$ cat src/gcd_pkg.sv
// Shared constants, types and table functions for the great-circle distance pipeline.
// Used by the stream interfaces, the CORDIC and square-root cells, and the top level.
package gcd_pkg;

  localparam int ANGLE_FRACTION_BITS = 22;
  localparam int CORDIC_STAGES       = 24;

  localparam int LAT_W    = 30;
  localparam int LON_W    = 31;
  localparam int RADIUS_W = 26;
  localparam int DIST_W   = 35;

  // CORDIC datapath width: values stay below about 2.4 in Q F.
  localparam int DW   = ANGLE_FRACTION_BITS + 4;
  localparam int SH_W = $clog2(CORDIC_STAGES);

  // Square-root datapath: radicand is at most 2^(2F).
  localparam int SQ_W     = 2 * ANGLE_FRACTION_BITS + 2;
  localparam int SQ_STEPS = ANGLE_FRACTION_BITS + 1;

  localparam logic [RADIUS_W-1:0] RADIUS_RESET = 26'd6371000;

  localparam longint PI_Q60   = 64'sh3243F6A8885A308D;
  localparam longint GAIN_Q30 = 64'sh26DD3B6A;
  localparam longint DEG2RAD_Q32 = ((PI_Q60 / 180) + (64'sd1 <<< 27)) >>> 28;

  localparam int D2R_W = 27;
  localparam logic [D2R_W-1:0] DEG2RAD = D2R_W'(DEG2RAD_Q32);

  localparam logic signed [DW-1:0] CORDIC_X0 =
    DW'((GAIN_Q30 + (64'sd1 <<< (29 - ANGLE_FRACTION_BITS))) >>> (30 - ANGLE_FRACTION_BITS));

  // Degrees in Q22.
  localparam logic signed [32:0] TURN_FULL = 33'sd1509949440;
  localparam logic signed [32:0] TURN_HALF = 33'sd754974720;

  typedef struct packed {
    logic signed [DW-1:0] x;
    logic signed [DW-1:0] y;
    logic signed [DW-1:0] z;
  } cordic_t;

  typedef struct packed {
    logic [SQ_W-1:0] v;
    logic [SQ_W-1:0] res;
  } sqrt_t;

  // Arctangent of 2^-i from its Taylor series in Q60, rounded to Q F at elaboration.
  function automatic logic signed [DW-1:0] atan_entry(input int i);
    longint v;
    longint term;
    int     e;
    v = 0;
    if (i == 0) begin
      v = PI_Q60 >>> 2;
    end else begin
      for (int k = 0; k < 61; k++) begin
        e = 60 - i * (2 * k + 1);
        if (e >= 0) begin
          term = longint'((64'd1 << e) / 64'(2 * k + 1));
          v = k[0] ? v - term : v + term;
        end
      end
    end
    return DW'((v + (64'sd1 <<< (59 - ANGLE_FRACTION_BITS))) >>> (60 - ANGLE_FRACTION_BITS));
  endfunction

endpackage

$ cat src/gcd_isqrt_cell.sv
// One digit step of the bitwise integer square root, with its output register.
// Depends on gcd_pkg for the sqrt_t type.
module gcd_isqrt_cell (
  input  logic                       clk,
  input  logic                       en,
  input  logic [gcd_pkg::SQ_W-1:0]   bit_val,
  input  gcd_pkg::sqrt_t             d_in,
  output gcd_pkg::sqrt_t             d_out
);
  import gcd_pkg::*;

  sqrt_t           d_r;
  sqrt_t           d_nxt;
  logic [SQ_W-1:0] trial;

  always_comb begin
    trial = d_in.res + bit_val;
    if (d_in.v >= trial) begin
      d_nxt.v   = d_in.v - trial;
      d_nxt.res = (d_in.res >> 1) + bit_val;
    end else begin
      d_nxt.v   = d_in.v;
      d_nxt.res = d_in.res >> 1;
    end
  end

  always_ff @(posedge clk) begin
    if (en) begin
      d_r <= d_nxt;
    end
  end

  assign d_out = d_r;

endmodule

$ cat config.mk
export PLATFORM = sky130hd
export DESIGN_NAME = gcd_isqrt_cell
export DESIGN_NICKNAME = d
export VERILOG_FILES = /design/src/gcd_pkg.sv /design/src/gcd_isqrt_cell.sv
export SDC_FILE = /design/constraint.sdc
export NUM_CORES = 1
export LEC_CHECK = 0
export BUFFER_PORTS_ARGS = -buffer_cell sky130_fd_sc_hd__buf_2
export CORE_ASPECT_RATIO = 1.4
export CORE_MARGIN = 2
export CORE_UTILIZATION = 25
export CTS_CLUSTER_SIZE = 10
export DETAILED_ROUTE_END_ITERATION = 7
export HOLD_SLACK_MARGIN = 0.03
export PLACE_DENSITY = 0.53
export SYNTH_ARGS = -nofsm -noshare
export SYNTH_HDL_FRONTEND = slang
export SYNTH_SLANG_ARGS = --single-unit
export TNS_END_PERCENT = 20
$ cat constraint.sdc
create_clock -name clk -period 8.55 [get_ports clk]
set_clock_uncertainty 0.05 [all_clocks]
set_input_delay 0.855 -clock clk [delete_from_list [all_inputs] [get_ports clk]]
set_output_delay 0.855 -clock clk [all_outputs]
set_load 0.02 [all_outputs]
# ---- Word level (Yosys, flattened, before mapping)
# Cells that the tools add are included.
# Widths: inputs -> output; s select.
dict set report op_classes {
  n_mux 1
  add_sub_neg 3
  order_cmp 1
}
# op n
set op_table {}
lappend op_table {{$mux 92} 1}
lappend op_table {{$add 45x46->46} 1}
lappend op_table {{$add 46x46->46} 1}
lappend op_table {{$ge 46x46->1} 1}
lappend op_table {{$sub 46x46->46} 1}
dict set report totals {
  regBits 92
  wordCells 8
  in_bits 140
  output_inout_bits 92
}

# ---- Logic depth before layout (Yosys ltp)
# Gate-level depths: netlist of the first run.
dict set report logic_depth {
  depth_word 3
  depth_mapped 27
  mapped_depth_nobuf 24
}

# ---- Least setup slack after synthesis of the first run
# OpenSTA, ideal clock, no wires.
dict set report synth_timing {
  path_kind {input to register}
  start {input bit_val[0] (netlist bit)}
  end {register d_r, in the netlist d_out[0] (data pin)}
  slack_ns 2.949
  stages 23
  t_required_ns 8.240
  arrival_ns 5.291
  cell_sequence {ha_1 -> inv_1 -> fa_1 -> nor2b_1 -> o21ai_2 -> a21oi_1 -> o41ai_4 -> a31oi_1 -> a2111oi_2 -> nor2_1 -> a21o_1 -> a31oi_1 -> xor2_1 -> ha_1 -> clkbuf_1 -> a21o_1 -> a21oi_2 -> nand3_1 -> a221o_1 -> a21o_1 -> a31oi_4 -> buf_2 -> mux2_2}
}
# item line_no
set synth_rtl {}
lappend synth_rtl {{from (decl)} gcd_isqrt_cell.sv:6} ;# input logic [gcd_pkg::SQ_W-1:0] bit_val,
lappend synth_rtl {{to (signal assigned)} gcd_isqrt_cell.sv:29} ;# d_r <= d_nxt;
lappend synth_rtl {{to (decl)} gcd_isqrt_cell.sv:12} ;# sqrt_t d_r;

==> reports/metrics.cfg, run 1 <==
[finish]
largest_reg_flops = 92
final_area_um2 = 13400
syn_to_final_growth_pct = 17.5
layout-drive-gt1-share = 0.181
fill_cells = 4879
nets = 1847

[timing]
drv_slew = 0
fin_crit_ns = 6.56
tns_ns = 0
worst_pin_slew_ns = 0.755
period_share = 0.767
hold_viol_final = 0
hold_slack_ns = 0.717
relSlewSlack = 0.497
final-setup-viol-count = 0
max_freq_mhz = 153
rsz0062_at_grt = no

[yosys]
yosysSeqAreaShare = 0.242
syn_nets = 1662
yosysWarnings = 0
synth-edff-count = 92
synth.distinct_cells = 77
syn-cell-area_um2 = 11400
avgSynthCellArea_um2 = 8.24
netlist_instances = 1383
ys.flop_type = edfxtp_1
synth-async-reset-ratio = 0
synth_seq_cells = 92

[clock_network]
path_clk_slew_ns = 0.08
cts.root.buffer_cell = clkbuf_16
ctsResizeCount = 0
cts_tree = yes
htree_num_levels = 3
cts_buffers = 9
cts_buffer_depth = 2
cts.sinks = 92
post_cts_buffers = 0
ctsHoldBuffers = 0

[power_and_ir_drop]
power.density_nw_per_um2 = 201
p_switching_mw = 1.20
clock_power_share = 0.169
p_comb_frac = 0.572
seqPwrFrac = 0.258
p_leak_nw = 5.85
ir_worst_vdd_mv = 0.120
p_int_mw = 1.48
swShare = 0.448

[floorplanning]
start_util = 0.253
rows = 92
die_h_um = 257
die_w_um = 184
die-area_um2 = 47300
core_area_um2 = 45000
io_pins = 232

[drt]
drt_iter0_drc = 591
ant_nets = 0
drc = 0
vias_per_cell = 5.05
drt_first_pass_iters = 5
avgRoutedWirePerCell_um = 18.1
drt-total-wl_um = 39600
route.vias.total = 11068

[status]
status = completed

[global_routing]
grt_max_degree = 85
grt_util_all_layers = 0.165
grt_pass1_wl_um = 60100
grt_pass1_vias = 10922
antenna_found_initial = 8
grt.overflow.total = 0

[hold_path]
hold_path_class = input port to register

[critical_path]
crit_path_end_kind = register
cp_max_fo = 78
arrival_ns = 6.77
critical_path_class = input port to register
startpoint_type = input port
cp.required_ns = 8.76

[job]
cap_violations = 0

[place]
io_buffers = 231
dpl_cell_area_um2 = 13100
gp_congestion = 0.898
hpwlAfterDp_um = 33000

==> area by class of cell <==
cell class / count / area (um^2) / share of cell area
antenna: 6 / 15.0 / 0.00112
clock buffer: 11 / 233 / 0.0174
clock inverter: 5 / 76.3 / 0.00570
inverter: 38 / 143 / 0.0107
multi-input combinational: 1192 / 8200 / 0.613
sequential: 92 / 2760 / 0.206
tap: 611 / 764 / 0.0571
timing repair buffer: 235 / 1190 / 0.0888
==> placed cells by master, fill, tap and decap left out, types with 6 or more instances in the layout <==
cell type	count
o211ai_1	11
nand4_1	25
nand2b_1	21
o21ai_1	6
o31ai_1	13
a21oi_1	141
and4_1	6
nor2_1	73
nor2b_1	20
mux2_2	6
a31oi_1	21
inv_1	38
buf_2	230
a21o_1	70
xnor2_1	53
o21a_1	12
ha_1	136
a211oi_1	10
o21bai_1	23
diode_2	6
o21ai_2	7
and3_1	18
xor2_1	62
edfxtp_1	92
or3_1	6
a221o_1	10
clkbuf_16	9
o21ai_0	136
nand2_1	167
nor3_1	24
and2_1	8
nand3_1	20
==> power groups by stage <==
stage	clock network, mW	registers (mW)	logic, mW
2_1_floorplan	0	0.834	0.977
3_3_place_gp	0	0.715	1.53
3_5_place_dp	0	0.711	1.55
4_1_cts	0.471	0.702	1.55
5_1_grt	0.482	0.709	1.71
6_report	0.455	0.694	1.54
==> per-layer routing <==
metal	vias to the layer above	GRT usage	share of wire
li1	5568	-	-
met1	5152	0.181	0.40
met2	293	0.311	0.52
met3	49	0.0324	0.058
met4	6	0.0524	0.021
met5	-	0	0.00091
==> cell usage after synthesis (all sizes together), types with 5 or more instances <==
library cell	number	area (um^2)
o211ai	11	82.6
o21bai	23	173
nand4	25	156
buf	26	156
xor2	62	543
o41ai	7	95.1
o21a	12	90.1
edfxtp	92	2760
o21ai	149	772
o31a	5	43.8
nor3	24	120
and3	19	124
a21o	70	526
mux2	6	67.6
and4	7	63.8
nand2b	21	131
nor2b	20	125
a31oi	23	165
a221o	10	100
a211oi	10	75.1
nand3	20	100
inv	38	143
and2	9	58.8
ha	136	1700
clkbuf	35	133
xnor2	53	464
nand2	167	627
a21oi	144	732
or3	6	37.5
o31ai	13	97.6
nor2	73	274
a2111oi	6	77.6
==> cell families (layout without fill, tap and decap cells) <==
kind of cell             after synthesis  count (layout)  share of synthesized area
other                                  0               6                          0
AND/OR/NAND/NOR                      407             407                      0.170
adder cells (fa/ha/maj)              139             139                      0.155
multiplexers                           9               9                    0.00857
buffers and inverters                 99             289                     0.0379
XOR/XNOR                             115             115                     0.0884
flip-flops                            92              92                      0.242
AO/OA/AOI/OAI                        522             522                      0.298
==> through the flow <==
step           power (mW)  utilization  cells  setup WS (ns)
3_5_place_dp         2.26        0.290   2168           1.63
5_1_grt              2.90        0.297   2184           1.65
4_1_cts              2.73        0.297   2184           2.05
3_3_place_gp         2.25        0.290   2168           1.73
6_report             2.69        0.297   2190           1.99
2_1_floorplan        1.81            -   1383           2.95
==> worst paths after layout <==
kind	startpoint	endpoint	slack (ns)	cells after the start
hold / removal	d_in[59]	d_out[59]	0.72	3
setup / recovery	bit_val[0]	d_out[44]	1.99	25
==> worst max-delay path, stage by stage <==
cell,delay [ns]
buf_2,0.09
ha_1,0.20
inv_1,0.07
fa_1,0.40
nor2b_1,0.16
o21ai_2,0.08
a21oi_1,0.34
o41ai_4,0.14
a31oi_1,0.53
a2111oi_2,0.18
nor2_1,0.26
a21o_1,0.19
a31oi_1,0.10
xor2_1,0.20
ha_1,0.47
nand2_1,0.22
nor4_1,0.57
nand4_1,0.18
nand3_1,0.12
a221o_1,0.15
a21o_1,0.15
a31oi_4,0.04
buf_4,0.33
or4_1,0.59
nand3_1,0.10
(Power assumes the default switching activity.)
==> run 2, diff against run 1 <==
Settings changed: ABC_AREA set to 1.
Clock period 8.55 ns to 5.8 ns, I/O delays scaled along.
==> run 2 against run 1 <==
Effect of this change: final area increased by 29%; first-iteration DRC count grew 47%; sequential share of layout area shrank 4.7 points; via count up 53%; critical path type unchanged; critical endpoint is now d_out[39]; largest cell class unchanged.
==> reports/metrics.cfg, run 2 <==
[critical_path]
startpoint_type = input port
critical_path_class = input port to register
crit_top_cell = nand2_1
cp_max_fo = 22
critPathMaxStageDelay_ns = 0.60
path_cells = buf_2 -> ha_1 -> inv_1 -> fa_1 -> inv_1 -> nand3_1 -> nand2_1 -> nand2_1 -> nand2b_1 -> nand2_1 -> nand2_1 -> nand2_1 -> nand4_1 -> nand2_1 -> ha_1 -> nand2_1 -> a21oi_1 -> nor2_1 -> nand2_1 -> a21oi_1 -> and2_2 -> buf_12 -> nand3_1 -> nand2_1
crit_slowest_cell = and2_2
cp_top_family = simple AND/OR/NAND/NOR gates
cp.required_ns = 6.03
crit_path_end_kind = register
arrival_ns = 5.24
cp_num_cells = 24
path_buf_inv = 4
setup.worst_path.end = d_out[39]
crit_path_start = bit_val[0]

[finish]
largest_reg_flops = 92
fin_util = 0.291
fill_cells = 6910
final_area_um2 = 17300
layout-drive-gt1-share = 0.109
syn_to_final_growth_pct = 15.6
layout_common_cells = nand2_1 (1012), inv_1 (482), nor2_1 (239), buf_2 (230), nand3_1 (201)
nets = 3124
final_common_cell = nand2_1
insertedDiodeCount = 0
final_cells = 3606

[global_routing]
antenna_found_initial = 1
grt_max_degree = 55
grt_util_all_layers = 0.217
grt_pass1_vias = 16989
grt_pass1_wl_um = 98800
grt.overflow.total = 0

[status]
status = completed

[power_and_ir_drop]
power.density_nw_per_um2 = 247
ir_worst_vdd_mv = 0.173
power.total_mw = 4.28
p_leak_nw = 9.54

[drt]
route.vias.total = 16930
drt-total-wl_um = 67400
drt_iter0_drc = 868
vias_per_cell = 4.69
drc = 0
drt_first_pass_iters = 7
ant_nets = 0
avgRoutedWirePerCell_um = 18.7

[timing]
hold_slack_ns = 0.449
fin_ws_ns = 0.791
max_freq_mhz = 200
hold_viol_final = 0
fin_crit_ns = 5.01
worst_pin_slew_ns = 0.697
final-setup-viol-count = 0
relSlewSlack = 0.535
drv_slew = 0
rsz0062_at_grt = no
tns_ns = 0
period_share = 0.864

[yosys]
synth_most_common_cell = nand2_1
synth-edff-count = 92
synth_top_area_cell = nand2_1
yosysWarnings = 0
netlist_instances = 2619
syn-cell-area_um2 = 15000
yosys-top-cells-count = nand2_1 (1012), inv_1 (482), nor2_1 (239), nand3_1 (201), ha_1 (136)
syn_nets = 2898
ys.flop_type = edfxtp_1
synth-async-reset-ratio = 0
avgSynthCellArea_um2 = 5.72
yosysSeqAreaShare = 0.184
synth_seq_cells = 92
synth_area_leaders = nand2_1 (25%), edfxtp_1 (18%), inv_1 (12%)
synth.distinct_cells = 36
synth_top_area_frac = 0.254

[clock_network]
ctsHoldBuffers = 0
cts.sinks = 92
cts.root.buffer_cell = clkbuf_16
ctsResizeCount = 0
htree_num_levels = 3
path_clk_slew_ns = 0.07
post_cts_buffers = 0
cts_tree = yes
cts_buffers = 9
cts_buffer_depth = 2

[place]
dpl_cell_area_um2 = 17000
gp_congestion = 1.00
dp_cells = 3590
hpwlAfterDp_um = 59300
dp_slack_ns = 0.360
io_buffers = 231

[floorplanning]
die-area_um2 = 61900
io_pins = 232
die_h_um = 294
die_w_um = 211
rows = 106
core_area_um2 = 59500
start_util = 0.251

[job]
cap_violations = 0

[hold_path]
hold_path_class = input port to register
hold_depth = 3

-- run 2: power by group --
| group | internal [mW] | switching (mW) | total [mW] | leakage, nW |
|---|---|---|---|---|
| Clock | 0.330 | 0.307 | 0.637 | 0.137 |
| Sequential | 0.943 | 0.0635 | 1.01 | 0.897 |
| Combinational | 0.822 | 1.81 | 2.64 | 8.51 |
-- run 2: worst min-delay path by stage --
stage	start	end	slack (ns)
floorplan	en	d_out[0]	0.64
global placement	d_in[68]	d_out[68]	0.87
finish	d_in[68]	d_out[68]	0.45
CTS	d_in[70]	d_out[70]	0.44
global route	d_in[68]	d_out[68]	0.47
detailed placement	d_in[69]	d_out[69]	0.87
-- run 2: area by class of cell --
class / instances / area (um^2) / share of cell area
Timing Repair Buffer: 241 / 1280 / 0.0742
Inverter: 492 / 1850 / 0.107
Sequential cell: 92 / 2760 / 0.160
Clock buffer: 10 / 229 / 0.0132
Tap cell: 756 / 946 / 0.0547
Clock inverter: 6 / 55.1 / 0.00318
Multi-Input combinational cell: 2009 / 10200 / 0.588
-- run 2: logic make-up (layout without fill, tap and decap cells) --
kind of cell	count (synthesis)	after routing	share of synthesized area
AND/OR/NAND/NOR	1573	1573	0.439
flip-flops	92	92	0.184
XOR/XNOR	76	76	0.0444
AO/OA/AOI/OAI	221	221	0.0784
adder cells (fa/ha/maj)	139	139	0.118
buffers and inverters	518	749	0.136
-- run 2: routing by layer --
| metal | share of wire | up-vias | wire length, um | GRT usage |
|---|---|---|---|---|
| li1 | - | 8659 | - | - |
| met1 | 0.37 | 7686 | 25200 | 0.224 |
| met2 | 0.54 | 439 | 36100 | 0.425 |
| met3 | 0.034 | 146 | 2290 | 0.0190 |
| met4 | 0.057 | 0 | 3860 | 0.117 |
| met5 | 0 | - | 0 | 0 |
