### src/gcd_pkg.sv
// Shared constants, types and table functions for the great-circle distance pipeline.
// Used by the stream interfaces, the CORDIC and square-root cells, and the top level.
package gcd_pkg;

  localparam int ANGLE_FRACTION_BITS = 22;
  localparam int CORDIC_STAGES       = 24;

  localparam int LAT_W    = 30;
  localparam int LON_W    = 31;
  localparam int RADIUS_W = 26;
  localparam int DIST_W   = 35;

  // CORDIC datapath width: values stay below about 2.4 in Q F.
  localparam int DW   = ANGLE_FRACTION_BITS + 4;
  localparam int SH_W = $clog2(CORDIC_STAGES);

  // Square-root datapath: radicand is at most 2^(2F).
  localparam int SQ_W     = 2 * ANGLE_FRACTION_BITS + 2;
  localparam int SQ_STEPS = ANGLE_FRACTION_BITS + 1;

  localparam logic [RADIUS_W-1:0] RADIUS_RESET = 26'd6371000;

  localparam longint PI_Q60   = 64'sh3243F6A8885A308D;
  localparam longint GAIN_Q30 = 64'sh26DD3B6A;
  localparam longint DEG2RAD_Q32 = ((PI_Q60 / 180) + (64'sd1 <<< 27)) >>> 28;

  localparam int D2R_W = 27;
  localparam logic [D2R_W-1:0] DEG2RAD = D2R_W'(DEG2RAD_Q32);

  localparam logic signed [DW-1:0] CORDIC_X0 =
    DW'((GAIN_Q30 + (64'sd1 <<< (29 - ANGLE_FRACTION_BITS))) >>> (30 - ANGLE_FRACTION_BITS));

  // Degrees in Q22.
  localparam logic signed [32:0] TURN_FULL = 33'sd1509949440;
  localparam logic signed [32:0] TURN_HALF = 33'sd754974720;

  typedef struct packed {
    logic signed [DW-1:0] x;
    logic signed [DW-1:0] y;
    logic signed [DW-1:0] z;
  } cordic_t;

  typedef struct packed {
    logic [SQ_W-1:0] v;
    logic [SQ_W-1:0] res;
  } sqrt_t;

  // Arctangent of 2^-i from its Taylor series in Q60, rounded to Q F at elaboration.
  function automatic logic signed [DW-1:0] atan_entry(input int i);
    longint v;
    longint term;
    int     e;
    v = 0;
    if (i == 0) begin
      v = PI_Q60 >>> 2;
    end else begin
      for (int k = 0; k < 61; k++) begin
        e = 60 - i * (2 * k + 1);
        if (e >= 0) begin
          term = longint'((64'd1 << e) / 64'(2 * k + 1));
          v = k[0] ? v - term : v + term;
        end
      end
    end
    return DW'((v + (64'sd1 <<< (59 - ANGLE_FRACTION_BITS))) >>> (60 - ANGLE_FRACTION_BITS));
  endfunction

endpackage

### src/gcd_cordic_cell.sv
// One CORDIC micro-rotation step, rotation or vectoring mode, with its output register.
// Depends on gcd_pkg for the datapath width and the cordic_t type.
module gcd_cordic_cell (
  input  logic                            clk,
  input  logic                            en,
  input  logic                            vec_mode,
  input  logic [gcd_pkg::SH_W-1:0]        shift,
  input  logic signed [gcd_pkg::DW-1:0]   atan_val,
  input  gcd_pkg::cordic_t                d_in,
  output gcd_pkg::cordic_t                d_out
);
  import gcd_pkg::*;

  cordic_t              d_r;
  cordic_t              d_nxt;
  logic signed [DW-1:0] xi;
  logic signed [DW-1:0] yi;
  logic signed [DW-1:0] zi;
  logic signed [DW-1:0] xs;
  logic signed [DW-1:0] ys;
  logic                 pos;

  always_comb begin
    xi = d_in.x;
    yi = d_in.y;
    zi = d_in.z;
    xs = xi >>> shift;
    ys = yi >>> shift;
    // Rotation drives z toward zero, vectoring drives y toward zero.
    pos = vec_mode ? (yi <= 0) : (zi >= 0);
    if (pos) begin
      d_nxt.x = xi - ys;
      d_nxt.y = yi + xs;
      d_nxt.z = zi - atan_val;
    end else begin
      d_nxt.x = xi + ys;
      d_nxt.y = yi - xs;
      d_nxt.z = zi + atan_val;
    end
  end

  always_ff @(posedge clk) begin
    if (en) begin
      d_r <= d_nxt;
    end
  end

  assign d_out = d_r;

endmodule

### config.mk
export PLATFORM = sky130hd
export DESIGN_NAME = gcd_cordic_cell
export DESIGN_NICKNAME = d
export VERILOG_FILES = /design/src/gcd_pkg.sv /design/src/gcd_cordic_cell.sv
export SDC_FILE = /design/constraint.sdc
export NUM_CORES = 1
export LEC_CHECK = 0
export BUFFER_PORTS_ARGS = -buffer_cell sky130_fd_sc_hd__buf_2
export CAP_MARGIN = 20
export CORE_ASPECT_RATIO = 0.8
export CORE_MARGIN = 2
export CORE_UTILIZATION = 25
export CTS_CLUSTER_SIZE = 30
export DETAILED_ROUTE_END_ITERATION = 6
export PLACE_DENSITY = 0.52
export SLEW_MARGIN = 20
export SYNTH_ARGS = -nofsm -noshare
export SYNTH_HDL_FRONTEND = slang
export SYNTH_SLANG_ARGS = --single-unit
### constraint.sdc
create_clock -name clk -period 7.1 [get_ports clk]
set_input_delay 1.065 -clock clk [delete_from_list [all_inputs] [get_ports clk]]
set_output_delay 1.065 -clock clk [all_outputs]
set_load 0.02 [all_outputs]
# Word level (Yosys, flattened, before mapping)
# Index checks and enable logic that the tools add are counted.
# classes
n_eq_ne,0
n_reduce_logical,0
multipliers,0
bitwise,0
div,0
n_lt_le_gt_ge,2
mux,2
shifts,2
add_sub_neg,6
# op_table
op,count
$add 26x26->26,3
$mux 78,1
$sub 26x26->26,3
$sshr 26x5->26,2
$ge 26x1->1 const B,1
$le 26x1->1 const B,1
$mux 1,1
# totals
reg_bits,78
input_bits,112
output_inout_bits,78
romBits,0
ram_bits,0
latch_bits,0
elab_cells,15
memories,0

# Depth between registers and ports, before layout
# Gate-level depths: netlist (run 1).
# logic_depth
depth_word,3
depth_mapped,24
ltp_nobuf,20

# Least setup slack after synthesis (run 1)
# No wires, ideal clock.
# synth_timing
path_kind,input -> register
startpoint,input shift[1] (netlist name)
endpoint,"register d_r (netlist bit d_out[50]), data pin"
cell_stages,21
t_required_ps,6834
path_slack_ps,1281
setup_time_ps,266
arrival_time_ps,5553
path_buffers,4
cell_sequence,buf_6 buf_2 buf_2 buf_2 mux2i_1 mux2i_1 o22ai_1 a211o_1 ha_1 nand2_1 o21ai_0 fa_1 a21o_1 a211oi_1 a21oi_1 o41a_1 a22o_1 o41a_1 a41o_1 o41ai_1 xnor2_1
# synth_lines
element,line,source
start: declaration,gcd_cordic_cell.sv:7,"input logic [gcd_pkg::SH_W-1:0] shift,"
end signal: assignment,gcd_cordic_cell.sv:44,d_r <= d_nxt;
end: declaration,gcd_cordic_cell.sv:14,cordic_t d_r;

==> metrics.md, run 1 <==
| Metric | Value |
|---|---|
| Top cell family by delay on the critical path | `compound AO/OA/AOI/OAI gates` |
| Quantity of I/O buffers inserted on ports | `189` |
| Most frequent cells in the layout | `sky130_fd_sc_hd__buf_2, sky130_fd_sc_hd__nor2_1, sky130_fd_sc_hd__nand2_1` |
| Flip-flop and latch area | `0.00234 mm²` |
| Setup Fix Bufs, Post-CTS | `0` |
| GR Util met2 | `0.266` |
| Total internal power | `0.00156 W` |
| Final critical path time including I/O delays and setup | `6.39 ns` |
| RSZ-0062 raised after global routing | `false` |
| Overall die height | `190 µm` |
| Maximum clock frequency | `157 MHz` |
| Number of buffers created by CTS | `9` |
| Clock-pin transition on the worst setup and hold timing paths | `0.09 ns` |
| Number of sinks driven by the clock tree | `78` |
| Launching element type of the critical path | `input pin` |
| Pwr/cell area | `217 mW/mm²` |
| Net Sw Frac | `0.433` |
| Data arrival time of the critical path | `6.48 ns` |
| Multi-input logic area | `0.00799 mm²` |
| Floorplan die area | `0.0447 mm²` |
| Worst setup margin | `0.712 ns` |
| Weighted congestion reported at the end of routability-driven placement | `0.927` |
| Via density per instance | `5.42` |
| Number of synthesized register bits | `78` |
| Cells after synthesis | `1201` |
| Outcome | `complete, no violations` |
| Number of antenna violations at the first check in global routing | `1` |
| Number of buffers inserted for hold repair after clock tree synthesis | `0` |
| Number of setup violations in the final report | `0` |
| Number of nets in the finished design | `1573` |
| TritonCTS clock tree | `built` |
| Number of cells in the finished layout apart from fillers | `1937` |
| Max reg flops | `78` |
| Post-detailed-placement half-perimeter wirelength | `32000 µm` |
| Global routing met3 resource utilization | `0.0402` |
| Reg power frac | `0.265` |
| Sum of overflow across all layers after global routing | `0` |
| Worst-Margin Slew | `0.822 ns` |
| Post-Syn Area | `0.0108 mm²` |
| Proportion of synthesized flip-flops having asynchronous set or reset | `0` |
| Number of pins with negative max-slew slack in the final report | `0` |
| Maximum count of clock buffers along a single path | `2` |
| Total routed wirelength | `40200 µm` |
| Post-placement cell count | `1920` |
| Global-route wire length before repair | `60800 µm` |
| Sequential share of the synthesized area | `0.218` |
| Site Rows | `67` |
| Cell chain of the critical path | `buf_2 -> buf_4 -> buf_4 -> mux4_2 -> mux2i_1 -> nor2_1 -> a311o_1 -> inv_1 -> ha_1 -> nand3_1 -> nor3_1 -> a21oi_1 -> xor2_1 -> ha_1 -> nand4_1 -> o31ai_1 -> a2111o_1 -> o2111ai_1` |
| Vias in the first global route | `9924` |
| Comb pwr share | `0.555` |
| Most common cell after layout, fill and taps aside | `sky130_fd_sc_hd__buf_2` |
| Required @ worst endpoint | `7.20 ns` |
| Remaining antenna violation count | `0` |
| Worst-path fanout max | `31` |
| Delay of the slowest cell on the worst path | `0.75 ns` |
| Clock network power share | `0.180` |
| Buf+Inv Stages, Crit Path | `4` |
| Total nets after synthesis | `1395` |
| Maximum capacitance violations | `0` |
| Wire per inst | `20.8 µm` |
| Maximum number of pins on one net before global-route repair | `69` |
| Most frequently used flop master after synthesis | `sky130_fd_sc_hd__edfxtp_1` |
| # IOs | `190` |
| Slowest library cell on the worst path | `sky130_fd_sc_hd__o31ai_1` |
| Number of H-tree levels | `3` |
| HP Class | `in2reg` |
| Global-route layer with the greatest usage | `met2` |
| Total of warnings raised by yosys | `0` |
| Final count of hold timing violations | `0` |
| Number of enable-type register cells in the synthesized netlist | `78` |
| Post-cts repair resize count | `0` |
| Placeable core region | `0.0422 mm²` |
| Average cell area after synthesis | `8.96 µm²` |
| Max VDD drop | `116 µV` |
| Leakage power of the design | `5.15 nW` |
| Layout cell share with drive strength beyond 1 | `0.225` |
| Root buffer cell | `sky130_fd_sc_hd__clkbuf_16` |
| Count of fill cells added during filler insertion | `4488` |
| Setup Crit Path Kind | `in2reg` |
| Total number of vias | `10500` |
| Post-route clock period utilization | `0.900` |
| Count of unique library cells instantiated by Yosys | `83` |
| Initial core utilization | `0.255` |
| Starting DRC count in detailed routing | `968` |
| GRT Resource Usage Total | `0.176` |
| Met1 track demand over resource in global routing | `0.255` |
| Pre-antenna DRT Iters | `5` |
| Placement-stage worst setup slack | `0.461 ns` |
| DRC | `0` |
| Capturing element type of the critical path | `flop` |
| Worst relative slew slack | `0.448` |
| Switching power summed over all nets | `0.00119 W` |
| Area added between synthesis and finish | `17.8%` |
| Accumulated negative setup slack | `0 ns` |
| Horizontal extent of the die | `236 µm` |
synth_stat cells, types with 13 or more instances:
cell / number / area (µm²)
sky130_fd_sc_hd__nor2_1: 106 / 398
sky130_fd_sc_hd__nand2_1: 94 / 353
sky130_fd_sc_hd__a21oi_1: 92 / 460
sky130_fd_sc_hd__xnor2_1: 88 / 771
sky130_fd_sc_hd__ha_1: 79 / 988
sky130_fd_sc_hd__edfxtp_1: 78 / 2340
sky130_fd_sc_hd__o21ai_0: 57 / 285
sky130_fd_sc_hd__mux2i_1: 51 / 510
sky130_fd_sc_hd__xor2_1: 46 / 403
sky130_fd_sc_hd__inv_1: 43 / 161
sky130_fd_sc_hd__mux4_2: 43 / 968
sky130_fd_sc_hd__nand3_1: 36 / 180
sky130_fd_sc_hd__nor3_1: 25 / 125
sky130_fd_sc_hd__clkbuf_1: 23 / 86.3
sky130_fd_sc_hd__a21o_1: 18 / 135
sky130_fd_sc_hd__nor2b_1: 18 / 113
sky130_fd_sc_hd__nand2b_1: 17 / 106
sky130_fd_sc_hd__a31oi_1: 16 / 100
sky130_fd_sc_hd__buf_2: 16 / 80.1
sky130_fd_sc_hd__mux2_2: 16 / 180
sky130_fd_sc_hd__a211oi_1: 15 / 113
sky130_fd_sc_hd__and2_1: 14 / 87.6
sky130_fd_sc_hd__o211ai_1: 14 / 105
sky130_fd_sc_hd__nor4_1: 13 / 81.3
layer usage:
| layer | vias to the layer above | wire length (µm) |
|---|---|---|
| li1 | 4925 | - |
| met1 | 5076 | 19100 |
| met2 | 458 | 17300 |
| met3 | 41 | 3210 |
| met4 | 0 | 641 |
| met5 | - | 0 |
cell families (layout without fill, tap and decap cells):
logic type / Yosys count / in the layout / synth area share
adders and majority gates: 82 / 82 / 0.0974
muxes: 117 / 117 / 0.168
and+or+nand+nor: 364 / 364 / 0.162
other: 0 / 1 / 0
AOI/OAI and AO/OA: 330 / 330 / 0.206
xor gates and xnor gates: 134 / 134 / 0.109
buffers and inverters: 96 / 279 / 0.0402
DFF: 78 / 78 / 0.218
power by group through the flow:
stage          logic (W)  clock network (W)  registers [W]
2_1_floorplan   0.000884                  0       0.000907
3_3_place_gp     0.00151                  0       0.000744
3_5_place_dp     0.00151                  0       0.000745
4_1_cts          0.00152           0.000516       0.000736
5_1_grt          0.00167           0.000532       0.000743
6_report         0.00153           0.000496       0.000730
area by class of cell:
type / instances / share of cell area
Multi-Input combinational cell: 1027 / 0.631
Inverter: 43 / 0.0127
Clock buffer: 9 / 0.0178
Sequential cell: 78 / 0.185
Tap cell: 552 / 0.0545
Clock inverter: 7 / 0.00513
Timing Repair Buffer: 220 / 0.0944
Antenna cell: 1 / 0.000197
path summary, 6_finish.rpt:
path      from        end  cells after the start
max   shift[2]  d_out[74]                     18
min   d_in[26]  d_out[26]                      2
through the flow:
| stage | area (µm²) | power [W] | utilization | hold WS, ns |
|---|---|---|---|---|
| after global placement | 12400 | 0.00225 | 0.294 | 1.47 |
| after CTS | 12700 | 0.00277 | 0.301 | 1.03 |
| after global routing | 12700 | 0.00294 | 0.301 | 1.04 |
| after detailed placement | 12400 | 0.00226 | 0.294 | 1.44 |
| final | 12700 | 0.00275 | 0.301 | 1.05 |
| after floorplan | 10800 | 0.00179 | - | 1.18 |
Power figures use the tool's default switching activity.
==> inputs of run 2 (changes only) <==
--- a/config.mk
+++ b/config.mk
@@ -9,10 +9,10 @@
 export CAP_MARGIN = 20
 export CORE_ASPECT_RATIO = 0.8
 export CORE_MARGIN = 2
-export CORE_UTILIZATION = 25
+export CORE_UTILIZATION = 56
 export CTS_CLUSTER_SIZE = 30
 export DETAILED_ROUTE_END_ITERATION = 6
-export PLACE_DENSITY = 0.52
+export PLACE_DENSITY = 0.9
 export SLEW_MARGIN = 20
 export SYNTH_ARGS = -nofsm -noshare
 export SYNTH_HDL_FRONTEND = slang
==> metrics.md, run 2 (synthesized netlist as in run 1, its figures left out) <==
| Metric | Value |
|---|---|
| Outcome | `complete, no violations` |
| Placeable core region | `0.0189 mm² (-55%)` |
| Slowest library cell on the worst path | `sky130_fd_sc_hd__buf_2` |
| Required @ worst endpoint | `7.19 ns (about the same)` |
| Starting DRC count in detailed routing | `1660 (+71%)` |
| Vias in the first global route | `9973 (+0.49%)` |
| Total number of vias | `10868 (+3.5%)` |
| Worst slack on hold paths | `1.11 ns (+0.0601 ns)` |
| Worst relative slew slack | `0.297 (-0.150)` |
| Final count of hold timing violations | `0 (unchanged)` |
| Wire per inst | `21.0 µm (+1.1%)` |
| Post-detailed-placement half-perimeter wirelength | `26500 µm (-17%)` |
| TritonCTS clock tree | `built` |
| Number of H-tree levels | `3 (unchanged)` |
| Launching element type of the critical path | `input pin` |
| DRC | `0 (unchanged)` |
| Area added between synthesis and finish | `14.4%` |
| Site Rows | `45 (-33%)` |
| GRT Resource Usage Total | `0.328 (+0.152)` |
| Accumulated negative setup slack | `0 ns (unchanged)` |
| Number of sinks driven by the clock tree | `78 (unchanged)` |
| Pwr/cell area | `224 mW/mm² (+2.9%)` |
| Maximum count of clock buffers along a single path | `2 (unchanged)` |
| Number of buffers created by CTS | `9 (unchanged)` |
| RSZ-0062 raised after global routing | `false` |
| Remaining antenna violation count | `0 (unchanged)` |
| Number of buffers inserted for hold repair after clock tree synthesis | `0 (unchanged)` |
| Initial core utilization | `0.569 (+0.314)` |
| Worst-Margin Slew | `1.05 ns (+0.232 ns)` |
| Sum of overflow across all layers after global routing | `0 (unchanged)` |
| Number of pins with negative max-slew slack in the final report | `0 (unchanged)` |
| Most frequent cells in the layout | `sky130_fd_sc_hd__buf_2, sky130_fd_sc_hd__nor2_1, sky130_fd_sc_hd__nand2_1` |
| Maximum number of pins on one net before global-route repair | `79 (+14%)` |
| # IOs | `190 (unchanged)` |
| Quantity of I/O buffers inserted on ports | `189 (unchanged)` |
| Leakage power of the design | `5.15 nW (about the same)` |
| Pre-antenna DRT Iters | `6 (+1)` |
| Clock-pin transition on the worst setup and hold timing paths | `0.07 ns (-0.02 ns)` |
| Most common cell after layout, fill and taps aside | `sky130_fd_sc_hd__buf_2` |
| Post-cts repair resize count | `0 (unchanged)` |
| Data arrival time of the critical path | `6.47 ns (about the same)` |
| HP Class | `in2reg` |
| Setup Fix Bufs, Post-CTS | `0 (unchanged)` |
| Diodes inserted | `0 (-1)` |
| Global-route wire length before repair | `53400 µm (-12%)` |
| Top cell family by delay on the critical path | `compound AO/OA/AOI/OAI gates` |
| Max reg flops | `78 (unchanged)` |
| Worst-path fanout max | `32 (+3.2%)` |
| Count of fill cells added during filler insertion | `1552 (-65%)` |
| Number of antenna violations at the first check in global routing | `0 (-1)` |
| Capturing element type of the critical path | `flop` |
| Maximum clock frequency | `157 MHz (+0.18%)` |
| Total routed wirelength | `34400 µm (-14%)` |
| Number of nets in the finished design | `1569 (-0.25%)` |
| Overall die height | `128 µm (-32%)` |
| Number of setup violations in the final report | `0 (unchanged)` |
| Setup Crit Path Kind | `in2reg` |
| Delay of the slowest cell on the worst path | `0.51 ns (-0.24 ns)` |
| Final critical path time including I/O delays and setup | `6.38 ns (-0.0114 ns)` |
| Via density per instance | `6.63 (+22%)` |
| Worst path most repeated cell | `sky130_fd_sc_hd__o41a_1` |
| Max VDD drop | `124 µV (+7.3%)` |
| Weighted congestion reported at the end of routability-driven placement | `1.07 (+16%)` |
| Buf+Inv Stages, Crit Path | `2 (-2)` |
| Post-route clock period utilization | `0.898 (-0.00160)` |
| Root buffer cell | `sky130_fd_sc_hd__clkbuf_16` |
| Cell chain of the critical path | `buf_2 -> buf_4 -> mux4_2 -> mux2i_1 -> o211a_1 -> ha_1 -> nand2_1 -> o21ai_0 -> fa_1 -> a21o_1 -> a211oi_1 -> a21oi_1 -> o41a_1 -> a22o_1 -> o41a_1 -> a41o_1 -> o41ai_1 -> xnor2_1` |
| Floorplan die area | `0.0204 mm² (-55%)` |
| Maximum capacitance violations | `0 (unchanged)` |
| Layout cell share with drive strength beyond 1 | `0.223 (-0.00152)` |
| Horizontal extent of the die | `159 µm (-33%)` |
[run 2: changes by cell type in the layout (fill, tap and decap cells not counted), sizes merged]
cell / change
buf: -4
clkinv: -4
inv: +4
bufinv: +1
clkinvlp: -1
diode: -1
[run 2: area by class of cell]
| class | count | area, µm² | area share |
|---|---|---|---|
| multi-input cells | 1027 | 7990 | 0.649 |
| clock buffers | 9 | 225 | 0.0183 |
| inverters | 43 | 161 | 0.0131 |
| well taps | 258 | 323 | 0.0262 |
| flip-flops and latches | 78 | 2340 | 0.190 |
| clock inverters | 7 | 103 | 0.00833 |
| repair buffers | 216 | 1170 | 0.0947 |
[run 2: per-layer routing]
| layer | up-vias | global-route usage | part of all wire |
|---|---|---|---|
| met5 | - | 0 | 0 |
| met4 | 0 | 0.116 | 0.034 |
| met3 | 103 | 0.0757 | 0.12 |
| met2 | 763 | 0.514 | 0.44 |
| met1 | 5075 | 0.450 | 0.41 |
| li1 | 4927 | - | - |
[run 2: metrics by stage]
stage,utilization,std cells,total power (W),worst slack (ns),area [µm²]
finish,0.651,1638,0.00275,0.723,12300
detailed placement,0.634,1622,0.00220,0.622,12000
CTS,0.651,1638,0.00273,0.999,12300
floorplan,-,1201,0.00179,1.28,10800
global placement,0.634,1622,0.00217,0.798,12000
global route,0.651,1638,0.00291,0.531,12300
[run 2: worst paths after layout]
| check | from | end | slack (ns) | cells after the start |
|---|---|---|---|---|
| worst max-delay path | shift[2] | d_out[50] | 0.72 | 18 |
| worst min-delay path | d_in[26] | d_out[26] | 1.11 | 2 |
[run 2: where the power goes]
group          switching [W]  internal, W
clock network       0.000212     0.000314
logic               0.000903     0.000596
registers          0.0000329     0.000695
total                0.00115      0.00161
==> inputs of run 3 (changes only) <==
==> constraint.sdc (replaced) <==
create_clock -name clk -period 7.6 [get_ports clk]
set_input_delay 1.14 -clock clk [delete_from_list [all_inputs] [get_ports clk]]
set_output_delay 1.14 -clock clk [all_outputs]
set_load 0.02 [all_outputs]
==> metrics.md, run 3 (synthesized netlist as in run 1, its figures left out) <==
| Metric | Value |
|---|---|
| Flip-flop and latch area | `0.00234 mm² (unchanged)` |
| Layout cell share with drive strength beyond 1 | `0.219 (-0.00453)` |
| Number of buffers inserted for hold repair after clock tree synthesis | `0 (unchanged)` |
| Most frequent cells in the layout | `sky130_fd_sc_hd__buf_2, sky130_fd_sc_hd__nor2_1, sky130_fd_sc_hd__nand2_1` |
| TritonCTS clock tree | `built` |
| Most common cell after layout, fill and taps aside | `sky130_fd_sc_hd__buf_2` |
| Number of nets in the finished design | `1561 (-0.51%)` |
| Number of setup violations in the final report | `0 (unchanged)` |
| Initial core utilization | `0.569 (unchanged)` |
| Placeable core region | `0.0189 mm² (unchanged)` |
| Required @ worst endpoint | `7.71 ns (+0.52 ns)` |
| Floorplan die area | `0.0204 mm² (unchanged)` |
| Sum of overflow across all layers after global routing | `0 (unchanged)` |
| Setup Fix Bufs, Post-CTS | `0 (unchanged)` |
| Maximum clock frequency | `153 MHz` |
| Data arrival time of the critical path | `6.63 ns (+0.16 ns)` |
| Cell depth of the worst min-delay path | `2 (unchanged)` |
| Maximum number of pins on one net before global-route repair | `54 (-32%)` |
| Max reg flops | `78 (unchanged)` |
| Capturing element type of the critical path | `flop` |
| Number of antenna violations at the first check in global routing | `0 (unchanged)` |
| Area post-placement | `0.0119 mm² (-0.61%)` |
| Wire per inst | `21.2 µm (+1.1%)` |
| Slowest library cell on the worst path | `sky130_fd_sc_hd__buf_2` |
| RSZ-0062 raised after global routing | `false` |
| Horizontal extent of the die | `159 µm (unchanged)` |
| Maximum capacitance violations | `0 (unchanged)` |
| Worst relative slew slack | `0.280 (-0.0174)` |
| Top cell family by delay on the critical path | `compound AO/OA/AOI/OAI gates` |
| Area added between synthesis and finish | `13.5%` |
| Max VDD drop | `119 µV (-4.5%)` |
| Number of cells in the finished layout apart from fillers | `1630 (-0.49%)` |
| Overall die height | `128 µm (unchanged)` |
| Number of pins with negative max-slew slack in the final report | `0 (unchanged)` |
| Starting DRC count in detailed routing | `1433 (-14%)` |
| Cell chain of the critical path | `buf_2 -> nor2_1 -> nand2_1 -> o22ai_1 -> a211o_1 -> ha_1 -> nand2_1 -> o21ai_0 -> fa_1 -> a21o_1 -> a211oi_1 -> a21oi_1 -> o41a_1 -> a22o_1 -> o41a_1 -> a41o_1 -> o41ai_1 -> xnor2_1` |
| # IOs | `190 (unchanged)` |
| Post-route clock period utilization | `0.859` |
| Worst-Margin Slew | `1.08 ns (+0.0261 ns)` |
| Pwr/cell area | `208 mW/mm² (-7.0%)` |
| Vias in the first global route | `9898 (-0.75%)` |
| Post-detailed-placement half-perimeter wirelength | `26800 µm (+1.2%)` |
| Maximum count of clock buffers along a single path | `2 (unchanged)` |
| Setup Crit Path Kind | `in2reg` |
| Total number of vias | `10811 (-0.52%)` |
| Total routed wirelength | `34600 µm (+0.58%)` |
| Launch instance of the worst min-delay path | `d_in[1]` |
| Buf+Inv Stages, Crit Path | `1 (-1)` |
| Pre-antenna DRT Iters | `7 (+1)` |
| Delay of the slowest cell on the worst path | `0.79 ns (+0.28 ns)` |
| Root buffer cell | `sky130_fd_sc_hd__clkbuf_16` |
| Final count of hold timing violations | `0 (unchanged)` |
| DRC | `2 (+2)` |
| Multi-input logic area | `0.00799 mm² (unchanged)` |
| Diodes inserted | `0 (unchanged)` |
| Post-cts repair resize count | `0 (unchanged)` |
| Site Rows | `45 (unchanged)` |
| Final critical path time including I/O delays and setup | `6.53 ns` |
| Clock-pin transition on the worst setup and hold timing paths | `0.07 ns (about the same)` |
| Violated checks | `design-rule violations` |
| Post-placement cell count | `1614 (-0.49%)` |
| HP Class | `in2reg` |
| Worst-path fanout max | `53 (+66%)` |
| GRT Resource Usage Total | `0.333 (+0.00495)` |
| Weighted congestion reported at the end of routability-driven placement | `0.997 (-7.3%)` |
| Worst setup margin | `1.07 ns (+0.349 ns)` |
| Final cell area excluding filler cells | `0.0122 mm² (-0.77%)` |
| Number of H-tree levels | `3 (unchanged)` |
| Leakage power of the design | `5.09 nW (-1.1%)` |
| Count of fill cells added during filler insertion | `1616 (+4.1%)` |
| Global-route wire length before repair | `53700 µm (+0.67%)` |
| Via density per instance | `6.63 (about the same)` |
| Endpoint of the worst hold-timing path | `d_out[1]` |
| Remaining antenna violation count | `0 (unchanged)` |
| Outcome | `finished, violations left` |
| Launching element type of the critical path | `input pin` |
| Placement-stage worst setup slack | `0.791 ns (+0.169 ns)` |
| Number of sinks driven by the clock tree | `78 (unchanged)` |
| Quantity of I/O buffers inserted on ports | `189 (unchanged)` |
| Accumulated negative setup slack | `0 ns (unchanged)` |
| Number of buffers created by CTS | `9 (unchanged)` |
-- run 3: how the worst max path moves through the flow --
stage	start	endpoint	cells past startpoint
3_5_place_dp	shift[1]	d_out[50]	18
6_report	shift[2]	d_out[50]	18
4_1_cts	shift[1]	d_out[71]	20
3_3_place_gp	shift[1]	d_out[50]	18
5_1_grt	shift[1]	d_out[50]	18
2_1_floorplan	shift[1]	d_out[50]	21
-- run 3: layer usage --
metal | up-vias | part of all wire | track usage
li1 | 4914 | - | -
met3 | 91 | 0.10 | 0.0615
met2 | 678 | 0.45 | 0.537
met5 | - | 0 | 0
met4 | 0 | 0.028 | 0.109
met1 | 5128 | 0.42 | 0.457
-- run 3: power by group --
part | internal (W) | total [W] | switching [W]
sequential | 0.000649 | 0.000684 | 0.0000342
combinational | 0.000555 | 0.00140 | 0.000844
clock | 0.000259 | 0.000458 | 0.000199
-- run 3: metrics by stage --
step,hold WS (ns),utilization,total power (W)
final,1.16,0.646,0.00254
after global routing,1.18,0.646,0.00268
after CTS,1.15,0.646,0.00252
after detailed placement,1.51,0.630,0.00206
after global placement,1.52,0.630,0.00203
after floorplan,1.25,-,0.00167
-- run 3: final cells by class --
cell class,instances,share of cell area
clock buffer,9,0.0184
clock inverter,7,0.00655
inverter,43,0.0132
multi-input combinational,1027,0.654
sequential,78,0.192
tap,258,0.0264
timing repair buffer,208,0.0895
